**config.mk**
```make
export PLATFORM = sky130hd
export DESIGN_NAME = stb_ram
export DESIGN_NICKNAME = d
export VERILOG_FILES = /design/src/rtl/stb_ram.sv
export SDC_FILE = /design/constraint.sdc
export NUM_CORES = 2
export LEC_CHECK = 0
export ABC_AREA = 1
export BUFFER_PORTS_ARGS = -buffer_cell sky130_fd_sc_hd__buf_2
export CAP_MARGIN = 5
export CORE_ASPECT_RATIO = 0.8
export CORE_MARGIN = 2
export CORE_UTILIZATION = 30
export DETAILED_ROUTE_END_ITERATION = 16
export PLACE_DENSITY = 0.55
export SETUP_SLACK_MARGIN = 0.05
export SYNTH_ARGS = -nofsm -noshare
export SYNTH_HDL_FRONTEND = slang
export SYNTH_SLANG_ARGS = --single-unit
```
**constraint.sdc**
```tcl
create_clock -name clk_i -period 1.8 [get_ports clk_i]
set_clock_uncertainty 0.05 [all_clocks]
set_input_delay 0.36 -clock clk_i [delete_from_list [all_inputs] [get_ports clk_i]]
set_output_delay 0.36 -clock clk_i [all_outputs]
set_load 0.02 [all_outputs]
```
**src/rtl/stb_ram.sv**
```systemverilog
// Generic single-port-write, single-port-read RAM with registered read data.
// Self-contained; instanced for every store of the blitter.
module stb_ram #(
  parameter int unsigned DataWidth = 8,
  parameter int unsigned Depth     = 256
) (
  input  logic                     clk_i,
  input  logic                     we_i,
  input  logic [$clog2(Depth)-1:0] waddr_i,
  input  logic [DataWidth-1:0]     wdata_i,
  input  logic                     re_i,
  input  logic [$clog2(Depth)-1:0] raddr_i,
  output logic [DataWidth-1:0]     rdata_o
);

  logic [DataWidth-1:0] mem_q [Depth];

  // Write port.
  always_ff @(posedge clk_i) begin
    if (we_i) begin
      mem_q[waddr_i] <= wdata_i;
    end
  end

  // Read port; the data register holds while the read enable is low.
  always_ff @(posedge clk_i) begin
    if (re_i) begin
      rdata_o <= mem_q[raddr_i];
    end
  end

endmodule

```
=== Word level (Yosys, flattened, before mapping) ===
Memories as Yosys holds them, arrays and structs flattened. A register that Yosys moved wholly into a read port is not among the register bits.
Index checks and enable logic that the tools add are counted.
Widths: inputs -> output; s select.

* Multiplexer cells: 2

{| class="wikitable"
|+ Operator list
! kind !! number
|-
| $mux 1 || 2
|}

* Memories: 1
* Register bits: 0
* RAM bits: 2048
* Logic and storage cells: 3

{| class="wikitable"
|+ Memories
! memory !! words !! width !! read ports !! clocked after Yosys merged registers in !! write ports !! line !! RTL
|-
| mem_q || 256 || 8 || 1 || 1 || 1 || 16 || <nowiki>logic [DataWidth-1:0] mem_q [Depth];</nowiki>
|}

=== Logic depth before layout (Yosys ltp) ===
* Depth in word-level cells: 2
* Mapped depth: 15
* Mapped depth without buffers: 11

=== Worst setup path before layout ===
Ideal clock, no wire load.

* Path kind: input -> register
* Start: input port we_i
* End: memory mem_q[162][0] (enable)
* Buffers on the path: 2
* Stages on the path: 4
* Setup slack: -101 ps
* Arrival time: 1481 ps
* Data required time: 1380 ps
* Library setup time: 370 ps
* Path through: clkbuf_1 -> nand3_1 -> clkbuf_1 -> nor2_1

* Longest elaborated chain between the ends: 2

{| class="wikitable"
|+ Ends and longest elaborated chain
! what !! line !! RTL
|-
| start: declaration || 8 || <nowiki>input logic we_i,</nowiki>
|-
| $mux 1 || 20 || <nowiki>if (we_i) begin</nowiki>
|-
| $mux 1 (implied by the code) || 21 || <nowiki>mem_q[waddr_i] <= wdata_i;</nowiki>
|-
| end: declaration || 16 ||
|}

No other way between the ends.

=== Worst setup path after layout ===
* Start: register rdata_o[2], read port of mem_q
* End: output port rdata_o[2]

{| class="wikitable"
|+ RTL lines
! what !! line !! RTL
|-
| start: declaration || 13 || <nowiki>output logic [DataWidth-1:0] rdata_o</nowiki>
|}

No word-level cell between the ends.

==> flow_summary.ini <==
[floorplan]
core_sq_um = 277000
die_w_microns = 594
start_util_pct = 30.1
design.die.area_sq_um = 283000
core.rowCount = 173
dieHeight_microns = 476
io_pins = 35

[critical_path]
cpLargestDelayFamily = flip-flops
required_ns = 1.39
cp-start-kind = register
path_class = reg2out
crit_slowest_cell = edfxtp_1
rrSetupSlack_ns = -0.16
path_max_fanout = 1
worstSetupEndpointType = primary output
critical_path.cell_chain = buf_6
worstPathArrival_ns = 1.67
worst-path-buf-inv = 1
cpPeakStageDelay_ns = 0.59

[routing]
wl_per_cell_microns = 22.3
drcViolationCount = 0
first_pass_iters = 8
ant_nets = 0
num_vias = 57200
via_per_inst = 5.03
first_iter_violations = 6630
wirelength_mm = 254

[synth]
ys_warn_count = 0
yosys-top-cells-area = edfxtp_1, nand3_1, nand2_1
yosysSeqAreaShare_pct = 74.0
synth_seq_cells = 2056
netlist_area_sq_um = 83500
netlist_instances = 7003
synth_top_area_share_pct = 74.0
synth_top_area_cell = edfxtp_1
ys_types = 13
syn_nets = 7030
avgSynthCellArea_sq_um = 11.9

[placement]
portBuffers = 34
gp_congestion = 0.871
dpl_cell_area_sq_um = 94600
dpl.hpwl_mm = 160

[cts]
cts.sink_count = 2056
cts_tree = done
h-tree-depth = 4
tritoncts.num_buffers = 205
clk_pin_slew_worst_paths_ns = 0.06
cts_root_buffer = clkbuf_16
clock_latency_ns = 0.87
cts_buffer_depth = 4

[pwr]
peakVddDrop_mv = 0.770
power_leakage_nw = 36.3
powerDensity_nw_per_um2 = 981
power_mw = 101

[finish]
syn2layout_area_growth_pct = 23.1
final_common_cell = nand2_1
final_cell_area_sq_um = 103000
fin_nets = 7574
drive_above_1_share_pct = 18.4
mostFrequentLayoutCells = nand2_1, edfxtp_1, nand3_1

[timing]
hold_viol_final = 0
period_minus_slack_ns = 2.08
drv_slew = 0
max_slew_margin_pct = 58.7
setup_viol = 9
fin_crit_sh_pct = 115
layout_setup_ws_ns = -0.277
setup_tns_ns = -1.31
rsz0062_at_grt = yes
worstMarginPinSlew_ns = 0.620
fmax_mhz = 481

[global_routing]
grt_start_max_net_pins = 77
first_global_vias = 54600
gr-total-overflow = 0
antenna_found_initial = 17
grt.total_usage_pct = 17.5
grt_pass1_wl_mm = 371

[run]
maxCapViolCount = 0

[run_status]
violations = negative setup slack
outcome = complete, but fails checks

[worst_hold_path]
hp-class = in2reg
[routing by layer]
layer	part of all wire, %	global-route usage, %
met1	45	25.8
met4	3.0	4.82
met2	44	26.5
met5	0	0
met3	8.4	2.72
[synth_stat cells, drive strengths merged]
library cell / n
nor2: 283
inv: 39
clkbuf: 112
buf: 371
nand2: 2123
edfxtp: 2056
nand3: 2019
[path summary, 6_finish.rpt]
kind / from / end / cells after the start
setup / recovery: rdata_o[2] / rdata_o[2] / 1
hold / removal: raddr_i[6] / rdata_o[3] / 6
setup reg to reg: mem_q[211][5] / rdata_o[5] / 12
hold reg to reg: mem_q[144][3] / rdata_o[3] / 10
[cell families after synthesis]
logic type	Yosys count	share of synthesized area [%]
buffers and inverters	522	3.12
flip-flops	2056	74.0
AND/OR/NAND/NOR	4425	22.9
[timing repair]
| item | in CTS | in global routing |
|---|---|---|
| pin swaps | 15 | 80 |
| endpoints found under the setup margin | 16 | 16 |
| hold endpoints to repair | 154 | 0 |
| cloned | 0 | 2 |
| buffers inserted | 0 | 0 |
| gates resized for setup | 147 | 229 |
| hold buffers | 10 | 0 |
[through the flow]
stage | hold slack, ns | worst slack [ns] | cells | util (%)
2_1_floorplan | 0.409 | -0.0115 | 7003 | -
3_3_place_gp | 0.678 | -0.951 | 11000 | 34.1
6_report | 0.230 | -0.277 | 11400 | 37.1
5_1_grt | 0.243 | -0.287 | 11400 | 37.0
3_5_place_dp | 0.686 | -0.961 | 11000 | 34.1
4_1_cts | 0.225 | -0.340 | 11400 | 36.6
[flip-flops by register name, summed over array words and instances, names as in the netlist]
name and count:
mem_q 2048, rdata_o 8
[power breakdown]
part / total [mW] / internal (mW) / leakage, nW / switching [mW]
clock: 40.2 / 22.3 / 2.96 / 17.9
sequential: 52.8 / 52.8 / 18.5 / 0.0583
combinational: 7.76 / 2.45 / 14.8 / 5.31
total: 101 / 77.6 / 36.3 / 23.3
[final cells by class]
type	instances	area [sq um]
clock inverter	81	677
multi-input combinational	4425	21300
tap	3675	4600
antenna	8	20.0
inverter	39	180
fill	26300	175000
timing repair buffer	820	8840
clock buffer	264	5370
sequential	2056	61700
Note: power is estimated with default switching activity, not from simulation.
